### src/rtl/bba_pkg.sv
package bba_pkg;

   // Map size and field widths.
   localparam int N_BLOCKS = 1024;
   localparam int TYPE_W   = 1;
   localparam int START_W  = 10;
   localparam int LEN_W    = 11;
   localparam int STAT_W   = 2;
   localparam int OUT_W    = 10;

   // The map is stored as words; there are always at least two of them.
   localparam int WORD_W  = (N_BLOCKS >= 64) ? 32 : N_BLOCKS / 2;
   localparam int N_WORDS = N_BLOCKS / WORD_W;
   localparam int BLK_W   = $clog2(N_BLOCKS);
   localparam int WI_W    = $clog2(WORD_W);
   localparam int WA_W    = BLK_W - WI_W;

   // A run length seen inside one word, and bounds arithmetic on block indexes.
   localparam int RUN_W = LEN_W + 1;
   localparam int SUM_W = ((BLK_W > LEN_W) ? BLK_W : LEN_W) + 2;

   localparam logic REQ_ALLOC = 1'b0;
   localparam logic REQ_FREE  = 1'b1;

   typedef enum logic [STAT_W-1:0] {
      STAT_OK       = 2'd0,
      STAT_BAD_LEN  = 2'd1,
      STAT_NO_RUN   = 2'd2,
      STAT_PAST_END = 2'd3
   } status_type;

   typedef enum logic [2:0] {
      S_IDLE,
      S_SCAN,
      S_SEEK,
      S_MARK,
      S_DONE
   } state_type;

endpackage

### src/rtl/bba_if.sv
interface bba_req_if import bba_pkg::*; ();
   logic                 valid;
   logic                 ready;
   logic [TYPE_W-1:0]    req_type;
   logic [START_W-1:0]   start_block;
   logic [LEN_W-1:0]     run_length;

   modport source (output valid, req_type, start_block, run_length, input ready);
   modport sink   (input valid, req_type, start_block, run_length, output ready);
endinterface

interface bba_rsp_if import bba_pkg::*; ();
   logic                 valid;
   logic                 ready;
   logic [STAT_W-1:0]    status;
   logic [OUT_W-1:0]     run_start;

   modport source (output valid, status, run_start, input ready);
   modport sink   (input valid, status, run_start, output ready);
endinterface

### src/rtl/bitmap_block_allocator.sv
// Channel    Direction  Handshake      Payload
// req_port   in         valid/ready    req_type, start_block, run_length
// rsp_port   out        valid/ready    status, run_start
//
// An allocate item runs a first-fit scan that reads 1 to 32 map words, then marks the words
// its run touches; an allocate with no fitting run scans all 32 words, a free item only
// marks its words, and a failed check goes straight to the result.
// The map memory has a single read port, one 32-bit word per cycle.
// Reset is synchronous and marks every map word as unwritten, which reads as all free.
// One item is worked on at a time; its result waits in the output register while the next
// item is accepted, in the cycle after the load at the earliest, and worked on.

module bitmap_block_allocator import bba_pkg::*; (
   input logic        clock,
   input logic        reset,
   bba_req_if.sink    req_port,
   bba_rsp_if.source  rsp_port
);

   // Control and item registers.
   state_type            state_ff, state_in;
   logic [TYPE_W-1:0]    op_ff, op_in;
   logic [LEN_W-1:0]     len_ff, len_in;
   logic [LEN_W-1:0]     cnt_ff, cnt_in;
   logic [WA_W-1:0]      addr_ff, addr_in;
   logic [BLK_W-1:0]     first_ff, first_in;
   logic [BLK_W-1:0]     last_ff, last_in;
   status_type           status_ff, status_in;
   logic [OUT_W-1:0]     found_ff, found_in;

   // Output register.
   logic                 rsp_valid_ff, rsp_valid_in;
   status_type           rsp_status_ff, rsp_status_in;
   logic [OUT_W-1:0]     rsp_start_ff, rsp_start_in;

   // Map memory. A word never written since reset reads as all free.
   logic [WORD_W-1:0]    free_mem [N_WORDS];
   logic [N_WORDS-1:0]   row_valid_ff;
   logic [WORD_W-1:0]    rd_data_ff;
   logic                 rd_valid_ff;
   logic [WA_W-1:0]      rd_addr;
   logic                 wr_en;
   logic [WORD_W-1:0]    wr_data;
   logic [WORD_W-1:0]    word;

   logic                 req_accept;
   logic                 load_rsp;
   logic [SUM_W-1:0]     req_end;

   // Scan datapath.
   logic [RUN_W-1:0]     run [WORD_W];
   logic [WORD_W-1:0]    hit;
   logic                 hit_any;
   logic [WI_W-1:0]      hit_idx;
   logic [BLK_W-1:0]     hit_blk;
   logic [BLK_W-1:0]     found_blk;

   // Mark datapath.
   logic [WA_W-1:0]      first_word;
   logic [WA_W-1:0]      last_word;
   logic [WI_W-1:0]      lo_off;
   logic [WI_W-1:0]      hi_off;
   logic [WORD_W-1:0]    mark_mask;

   assign req_accept = req_port.valid && req_port.ready;
   assign req_port.ready = (state_ff == S_IDLE);
   assign load_rsp = (state_ff == S_DONE) && (!rsp_valid_ff || rsp_port.ready);

   assign rsp_port.valid     = rsp_valid_ff;
   assign rsp_port.status    = rsp_status_ff;
   assign rsp_port.run_start = rsp_start_ff;

   assign req_end = SUM_W'(req_port.start_block) + SUM_W'(req_port.run_length);

   assign word = rd_valid_ff ? rd_data_ff : '1;

   // Run of free blocks ending at each bit of the current word. Where the word is free
   // from bit 0 up to a position, the run carried in from earlier words continues.
   always_comb begin
      logic           zfound;
      logic [WI_W-1:0] zpos;
      for (int i = 0; i < WORD_W; i++) begin
         zfound = 1'b0;
         zpos   = '0;
         for (int j = 0; j <= i; j++) begin
            if (!word[j]) begin
               zfound = 1'b1;
               zpos   = WI_W'(j);
            end
         end
         if (zfound) begin
            run[i] = RUN_W'(i) - RUN_W'(zpos);
         end else begin
            run[i] = RUN_W'(cnt_ff) + RUN_W'(i) + RUN_W'(1);
         end
         hit[i] = (run[i] >= RUN_W'(len_ff));
      end
   end

   // Lowest position where the run reaches the asked length.
   always_comb begin
      hit_idx = '0;
      for (int i = WORD_W - 1; i >= 0; i--) begin
         if (hit[i]) begin
            hit_idx = WI_W'(i);
         end
      end
   end

   assign hit_any   = |hit;
   assign hit_blk   = {addr_ff, hit_idx};
   assign found_blk = BLK_W'(SUM_W'(hit_blk) + SUM_W'(1) - SUM_W'(len_ff));

   // Bits of the current word that lie inside the run being marked.
   assign first_word = first_ff[BLK_W-1:WI_W];
   assign last_word  = last_ff[BLK_W-1:WI_W];
   assign lo_off     = (addr_ff == first_word) ? first_ff[WI_W-1:0] : '0;
   assign hi_off     = (addr_ff == last_word) ? last_ff[WI_W-1:0] : '1;

   always_comb begin
      for (int p = 0; p < WORD_W; p++) begin
         mark_mask[p] = (WI_W'(p) >= lo_off) && (WI_W'(p) <= hi_off);
      end
   end

   assign wr_data = (op_ff == REQ_FREE) ? (word | mark_mask) : (word & ~mark_mask);

   // Next state.
   always_comb begin
      state_in = state_ff;
      case (state_ff)
         S_IDLE: begin
            if (req_accept) begin
               if (req_port.run_length == '0) begin
                  state_in = S_DONE;
               end else if (req_port.req_type == REQ_ALLOC) begin
                  if (SUM_W'(req_port.run_length) > SUM_W'(N_BLOCKS)) begin
                     state_in = S_DONE;
                  end else begin
                     state_in = S_SCAN;
                  end
               end else if (req_end > SUM_W'(N_BLOCKS)) begin
                  state_in = S_DONE;
               end else begin
                  state_in = S_SEEK;
               end
            end
         end
         S_SCAN: begin
            if (hit_any) begin
               state_in = S_SEEK;
            end else if (addr_ff == WA_W'(N_WORDS - 1)) begin
               state_in = S_DONE;
            end
         end
         S_SEEK: begin
            state_in = S_MARK;
         end
         S_MARK: begin
            if (addr_ff == last_word) begin
               state_in = S_DONE;
            end
         end
         S_DONE: begin
            if (load_rsp) begin
               state_in = S_IDLE;
            end
         end
         default: begin
            state_in = S_IDLE;
         end
      endcase
   end

   // Datapath, memory control and output register loading.
   always_comb begin
      op_in         = op_ff;
      len_in        = len_ff;
      cnt_in        = cnt_ff;
      addr_in       = addr_ff;
      first_in      = first_ff;
      last_in       = last_ff;
      status_in     = status_ff;
      found_in      = found_ff;
      rd_addr       = '0;
      wr_en         = 1'b0;
      rsp_valid_in  = rsp_valid_ff && !rsp_port.ready;
      rsp_status_in = rsp_status_ff;
      rsp_start_in  = rsp_start_ff;
      case (state_ff)
         S_IDLE: begin
            // Word 0 is read at acceptance so that the scan starts on the next cycle.
            if (req_accept) begin
               op_in    = req_port.req_type;
               len_in   = req_port.run_length;
               cnt_in   = '0;
               addr_in  = '0;
               found_in = '0;
               first_in = BLK_W'(req_port.start_block);
               last_in  = BLK_W'(req_end - SUM_W'(1));
               if (req_port.run_length == '0) begin
                  status_in = STAT_BAD_LEN;
               end else if (req_port.req_type == REQ_ALLOC) begin
                  if (SUM_W'(req_port.run_length) > SUM_W'(N_BLOCKS)) begin
                     status_in = STAT_NO_RUN;
                  end else begin
                     status_in = STAT_OK;
                  end
               end else if (req_end > SUM_W'(N_BLOCKS)) begin
                  status_in = STAT_PAST_END;
               end else begin
                  status_in = STAT_OK;
               end
            end
         end
         S_SCAN: begin
            rd_addr = WA_W'(addr_ff + 1'b1);
            if (hit_any) begin
               first_in = found_blk;
               last_in  = hit_blk;
               found_in = OUT_W'(found_blk);
            end else begin
               cnt_in  = run[WORD_W-1][LEN_W-1:0];
               addr_in = WA_W'(addr_ff + 1'b1);
               if (addr_ff == WA_W'(N_WORDS - 1)) begin
                  status_in = STAT_NO_RUN;
               end
            end
         end
         S_SEEK: begin
            rd_addr = first_word;
            addr_in = first_word;
         end
         S_MARK: begin
            // Write back this word while the next one is read; the addresses always differ.
            wr_en   = 1'b1;
            rd_addr = WA_W'(addr_ff + 1'b1);
            addr_in = WA_W'(addr_ff + 1'b1);
         end
         S_DONE: begin
            if (load_rsp) begin
               rsp_valid_in  = 1'b1;
               rsp_status_in = status_ff;
               rsp_start_in  = found_ff;
            end
         end
         default: begin
         end
      endcase
   end

   always_ff @(posedge clock) begin
      if (reset) begin
         state_ff     <= S_IDLE;
         rsp_valid_ff <= 1'b0;
      end else begin
         state_ff     <= state_in;
         rsp_valid_ff <= rsp_valid_in;
      end
   end

   always_ff @(posedge clock) begin
      op_ff         <= op_in;
      len_ff        <= len_in;
      cnt_ff        <= cnt_in;
      addr_ff       <= addr_in;
      first_ff      <= first_in;
      last_ff       <= last_in;
      status_ff     <= status_in;
      found_ff      <= found_in;
      rsp_status_ff <= rsp_status_in;
      rsp_start_ff  <= rsp_start_in;
   end

   // Written-since-reset flags, one per map word.
   always_ff @(posedge clock) begin
      if (reset) begin
         row_valid_ff <= '0;
      end else if (wr_en) begin
         row_valid_ff[addr_ff] <= 1'b1;
      end
   end

   // Map memory with a registered read. A request always starts after the previous
   // item's last write has landed, so reads never see a stale word.
   always_ff @(posedge clock) begin
      if (wr_en) begin
         free_mem[addr_ff] <= wr_data;
      end
      rd_data_ff  <= free_mem[rd_addr];
      rd_valid_ff <= row_valid_ff[rd_addr];
   end

   // The carried run never reaches the asked length while the scan goes on.
   assert property (@(posedge clock) disable iff (reset)
      (state_ff == S_SCAN) |-> (cnt_ff < len_ff))
      else $error("scan carried a run that already fits");

   // Write-backs stay within the words covered by the run.
   assert property (@(posedge clock) disable iff (reset)
      wr_en |-> ((addr_ff >= first_word) && (addr_ff <= last_word)))
      else $error("map write outside the marked run");

   // Only a successful request may report a nonzero start.
   assert property (@(posedge clock) disable iff (reset)
      (rsp_valid_ff && (rsp_status_ff != STAT_OK)) |-> (rsp_start_ff == '0))
      else $error("failed request reports a run start");

endmodule
### src/flat_wrapper.sv
// flat-port wrapper written by rule: the top's interface ports become plain ports
module bitmap_block_allocator_flat import bba_pkg::*;
  (clock, reset, req_port_valid, req_port_req_type, req_port_start_block, req_port_run_length, req_port_ready, rsp_port_valid, rsp_port_status, rsp_port_run_start, rsp_port_ready);
  bba_req_if req_port_i ();
  bba_rsp_if rsp_port_i ();
  input logic clock;
  input logic reset;
  input wire logic [$bits(req_port_i.valid)-1:0] req_port_valid;
  input wire logic [$bits(req_port_i.req_type)-1:0] req_port_req_type;
  input wire logic [$bits(req_port_i.start_block)-1:0] req_port_start_block;
  input wire logic [$bits(req_port_i.run_length)-1:0] req_port_run_length;
  output wire logic [$bits(req_port_i.ready)-1:0] req_port_ready;
  output wire logic [$bits(rsp_port_i.valid)-1:0] rsp_port_valid;
  output wire logic [$bits(rsp_port_i.status)-1:0] rsp_port_status;
  output wire logic [$bits(rsp_port_i.run_start)-1:0] rsp_port_run_start;
  input wire logic [$bits(rsp_port_i.ready)-1:0] rsp_port_ready;
  assign req_port_i.valid = req_port_valid;
  assign req_port_i.req_type = req_port_req_type;
  assign req_port_i.start_block = req_port_start_block;
  assign req_port_i.run_length = req_port_run_length;
  assign req_port_ready = req_port_i.ready;
  assign rsp_port_valid = rsp_port_i.valid;
  assign rsp_port_status = rsp_port_i.status;
  assign rsp_port_run_start = rsp_port_i.run_start;
  assign rsp_port_i.ready = rsp_port_ready;
  bitmap_block_allocator u_core (.clock(clock), .reset(reset), .req_port(req_port_i), .rsp_port(rsp_port_i));
endmodule
### config.mk
export PLATFORM = sky130hd
export DESIGN_NAME = bitmap_block_allocator_flat
export DESIGN_NICKNAME = d
export VERILOG_FILES = /design/src/rtl/bba_pkg.sv /design/src/rtl/bba_if.sv /design/src/rtl/bitmap_block_allocator.sv /design/src/flat_wrapper.sv
export SDC_FILE = /design/constraint.sdc
export NUM_CORES = 2
export LEC_CHECK = 0
export BUFFER_PORTS_ARGS = -buffer_cell sky130_fd_sc_hd__buf_2
export CORE_ASPECT_RATIO = 1.4
export CORE_MARGIN = 3
export CORE_UTILIZATION = 25
export CTS_BUF_LIST = sky130_fd_sc_hd__clkbuf_8
export CTS_CLUSTER_SIZE = 25
export DETAILED_ROUTE_END_ITERATION = 8
export GPL_TIMING_DRIVEN = 0
export PLACE_DENSITY = 0.38
export REMOVE_ABC_BUFFERS = 1
export SLEW_MARGIN = 20
export SYNTH_ARGS = -nofsm -noshare
export SYNTH_HDL_FRONTEND = slang
export SYNTH_SLANG_ARGS = --single-unit
### constraint.sdc
create_clock -name clock -period 24.3 [get_ports clock]
set_input_delay 7.29 -clock clock [delete_from_list [all_inputs] [get_ports clock]]
set_output_delay 7.29 -clock clock [all_outputs]
set_load 0.02 [all_outputs]
==> summary.txt <==
Final layout
  – Fraction of layout instances using a drive strength above 1: about a tenth
  – # nets final: 6,591
  – Area Overhead vs Synth: 18.1%
  – Leading cell types in the layout, fill and taps excluded: sky130_fd_sc_hd__nand2_1, sky130_fd_sc_hd__edfxtp_1, sky130_fd_sc_hd__ha_1, sky130_fd_sc_hd__nor2_1, sky130_fd_sc_hd__nand3_1
  – Sequential Area: approximately 0.034 sq mm
  – Most common library cell in the layout ignoring fill and taps: sky130_fd_sc_hd__nand2_1
  – Multi-input combinational cell area: 0.0279 sq mm
  – Fill cell count: 25.7k

Placed design
  – Port-buffer cells: 39
  – Total half-perimeter wirelength after legalization and detailed placement: 172 mm
  – Routability cong.: 0.905

Yosys
  – Multiplexer share of the synthesized area: 0.710%
  – Dominant combinational cell family by area after synthesis: simple AND/OR/NAND/NOR gates
  – Distinct cell type count of the synthesized netlist: 88
  – Synthesized instance count: ~6.1k
  – Synthesized area: ~0.063 sq mm
  – Share of synthesized cell area in full adder, half adder and majority cells: 8.63%
  – Number of enable flip-flop cells after synthesis: 1,096
  – Avg Inst Size Synth: 10.4 sq um
  – Share of the synthesized area in compound gates (AO/OA/AOI/OAI): 12.8%
  – Synth Warn #: 0
  – Register bit total from synthesis: 1,165
  – Ys flop type: sky130_fd_sc_hd__edfxtp_1
  – Post-Synth XOR/XNOR Area: 3.27%
  – Post-Synth Simple-Gate Area: about 18%
  – Share of synthesized flip-flops with an asynchronous set or reset: 0%
  – Part of the Yosys area used for sequential elements: 54.2%

Clock network
  – Total of cells resized after clock tree synthesis: 0
  – Clock root buffer: sky130_fd_sc_hd__clkbuf_8
  – H-tree level count: 4
  – TritonCTS clock tree: done
  – Clock Path Buffers: 4
  – Clock Latency Late Sink: just over 900 ps
  – Number of buffers added by the clock tree synthesis step: 195
  – Clock slew at the register clock pins of the worst setup and hold paths: 60 ps
  – Post-CTS setup-driven buffer insertion count: 0
  – Number of hold-repair buffers added at the cts stage: 0
  – Total number of clock tree sinks: 1,165

GRT
  – Wire length of the first global-routing pass: approximately 350 mm
  – Grt total ovfl: 0
  – Vias in the first global route: 48.2k
  – Gr usage total: 18.5%
  – Initial antenna violation count: 8
  – Pin count of the biggest net entering global routing: ~110

Timing
  – Unrepaired setup endpoints after global routing: false
  – Worst clock skew: 102 ps
  – Highest clock rate: 0.0999 GHz
  – Final Slew Violations: 0
  – Final period util: 41.2%
  – Max transition margin: between 10% and 20%
  – Total Negative Setup Slacks: 0 ps
  – Final setup violation count: 0
  – Number of failing hold endpoints at the final stage: 0
  – Slew of the pin with the lowest slew margin: 1210 ps
  – Final critical delay including setup and external delays: around 10,000 ps

Setup path
  – Data required, critical path: 24,950 ps
  – Slowest library cell on the worst path: sky130_fd_sc_hd__o21ai_0
  – Number of gates on the worst path with buffers counted: 36
  – Data arrival, critical path: 10,660 ps
  – Start-to-end type of the worst setup path: reg -> reg
  – Slack of the worst reg-to-reg path: 14,290 ps
  – Critical Path End: u_core.first_ff[9]
  – Critical path launch point type: flop
  – Startpoint of the worst setup timing path: u_core.rd_valid_ff
  – Maximum single-stage delay on the critical path: roughly 700 ps
  – Maximum fanout along the worst path: 64
  – Worst r2r src: u_core.rd_valid_ff
  – End of the worst register-to-register path: u_core.first_ff[9]
  – CP delay by family, top: compound AO/OA/AOI/OAI gates
  – Kind of end point of the critical path: flop
  – Count of buffer and inverter cells on the critical path: 5
  – R2R cell count: 36
  – Most frequent cell on the critical path: sky130_fd_sc_hd__nand2_1

Status
  – Status: completed

Detailed routing
  – Routed length per placed instance: 25.8 microns
  – Via total after detailed routing: 48.4k
  – Number of detailed-route iterations in the first pass: 5
  – Iter 0 DRT Violations: 3,655
  – Via density: roughly 5.1
  – Antenna violation net count after detailed routing: 0
  – DRC errors left: 0
  – Total wirelength of the detailed-routed design: ~250 mm

Floorplanning
  – Die area: 0.259 sq mm
  – Die boundary height: 601 microns
  – Number of standard-cell rows in the floorplan: between 200 and 250
  – I/O Pins: 40
  – Core outline area: 0.251 sq mm
  – Starting Density: 25.2%
  – Die width: about 430 microns

Pwr
  – Maximum vdd drop: 0.0349 mV
  – LEAKAGE: ~27 nW
  – Power density normalized to cell area: 81.5 mW/mm^2
  – Total power consumption of the routed design: 6.09 mW

Hold path
  – Type of the most critical hold path: reg -> reg

Run
  – Count of max-cap constraint violations: 0
==> final cells by class <==
class / count / share of cell area, %
inverter: 75 / 0.430
tap: 3285 / 5.50
timing repair buffer: 240 / 6.21
clock buffer: 200 / 3.68
sequential: 1165 / 45.9
clock inverter: 138 / 0.894
antenna: 5 / 0.0167
multi-input combinational: 4453 / 37.4
==> registers in the layout, indices dropped and copies added (netlist names), 3 cells and up <==
name,flops
u_core.first_ff,10
u_core.rd_data_ff,32
u_core.len_ff,11
u_core.rsp_port.run_start,10
u_core.last_ff,10
u_core.row_valid_ff,32
u_core.cnt_ff,11
u_core.free_mem,1024
u_core.state_ff,3
u_core.found_ff,10
u_core.addr_ff,5
==> per-stage QoR <==
| step | utilization [%] | std cells | cell area [sq um] | hold WS (ps) | setup slack (ps) |
|---|---|---|---|---|---|
| 6_report | 29.8 | 9561 | 74700 | 416 | 14290 |
| 2_1_floorplan | - | 5693 | 61800 | 400 | 9230 |
| 3_3_place_gp | 26.4 | 9017 | 66100 | 407 | -16640 |
| 5_1_grt | 29.8 | 9558 | 74700 | 417 | 13770 |
| 3_5_place_dp | 28.4 | 9217 | 71300 | 405 | 13860 |
| 4_1_cts | 29.8 | 9555 | 74700 | 406 | 14250 |
==> worst min path at each step <==
stage	end	start	depth (start not counted)
global placement	u_core.rsp_port.run_start[2]	u_core.found_ff[2]	0
finish	u_core.rsp_port.run_start[8]	u_core.found_ff[8]	0
detailed placement	u_core.rsp_port.run_start[0]	u_core.found_ff[0]	0
CTS	u_core.rsp_port.run_start[0]	u_core.found_ff[0]	0
global route	u_core.rsp_port.run_start[0]	u_core.found_ff[0]	0
floorplan	u_core.rsp_port.run_start[0]	u_core.found_ff[0]	0
==> kinds of logic after synthesis <==
logic type / count (synthesis)
buffers and inverters: 461
XOR/XNOR: 236
flip-flops: 1165
AO/OA/AOI/OAI: 1192
AND/OR/NAND/NOR: 2548
adder cells (fa/ha/maj): 435
multiplexers: 42
==> synthesized netlist by cell type (all sizes together), types with 7 or more instances <==
| cell | count | share of area [%] |
|---|---|---|
| a2111oi | 22 | 0.31 |
| clkbuf | 341 | 2.0 |
| o21a | 31 | 0.37 |
| or3 | 40 | 0.40 |
| mux2i | 19 | 0.30 |
| o22ai | 15 | 0.15 |
| a21o | 71 | 0.84 |
| a211oi | 29 | 0.34 |
| and4 | 7 | 0.10 |
| buf | 45 | 0.32 |
| nand3 | 328 | 2.6 |
| a311oi | 238 | 3.3 |
| nand2 | 1335 | 7.9 |
| edfxtp | 1096 | 52 |
| o211ai | 20 | 0.24 |
| nor2b | 49 | 0.48 |
| o21ai | 224 | 1.8 |
| inv | 74 | 0.44 |
| and3 | 150 | 1.5 |
| and2 | 24 | 0.24 |
| nand2b | 65 | 0.64 |
| xor2 | 100 | 1.4 |
| a22oi | 10 | 0.12 |
| o2111ai | 26 | 0.36 |
| nor4 | 9 | 0.089 |
| a41oi | 7 | 0.13 |
| a211o | 11 | 0.15 |
| o31ai | 54 | 0.64 |
| a31oi | 73 | 0.72 |
| a21oi | 289 | 2.3 |
| mux2 | 23 | 0.41 |
| xnor2 | 136 | 1.9 |
| nor2 | 424 | 2.5 |
| or2 | 15 | 0.15 |
| ha | 433 | 8.6 |
| dfxtp | 69 | 2.2 |
| nand4 | 21 | 0.23 |
| nor3 | 52 | 0.41 |
| nand3b | 7 | 0.083 |
==> routing by layer <==
layer	track usage (%)	up-vias	wire, microns
met4	8.88	0	13100
met3	2.02	484	9580
met2	32.9	1276	125000
met1	22.3	24078	99500
met5	0	-	0
li1	-	22519	-
==> where the power goes <==
part           internal, mW  switching, mW  leakage, nW
sequential             2.31         0.0983         10.5
combinational         0.725           1.34         14.8
clock                 0.801          0.813         2.05
No activity file was read; power rests on OpenSTA's default activity.
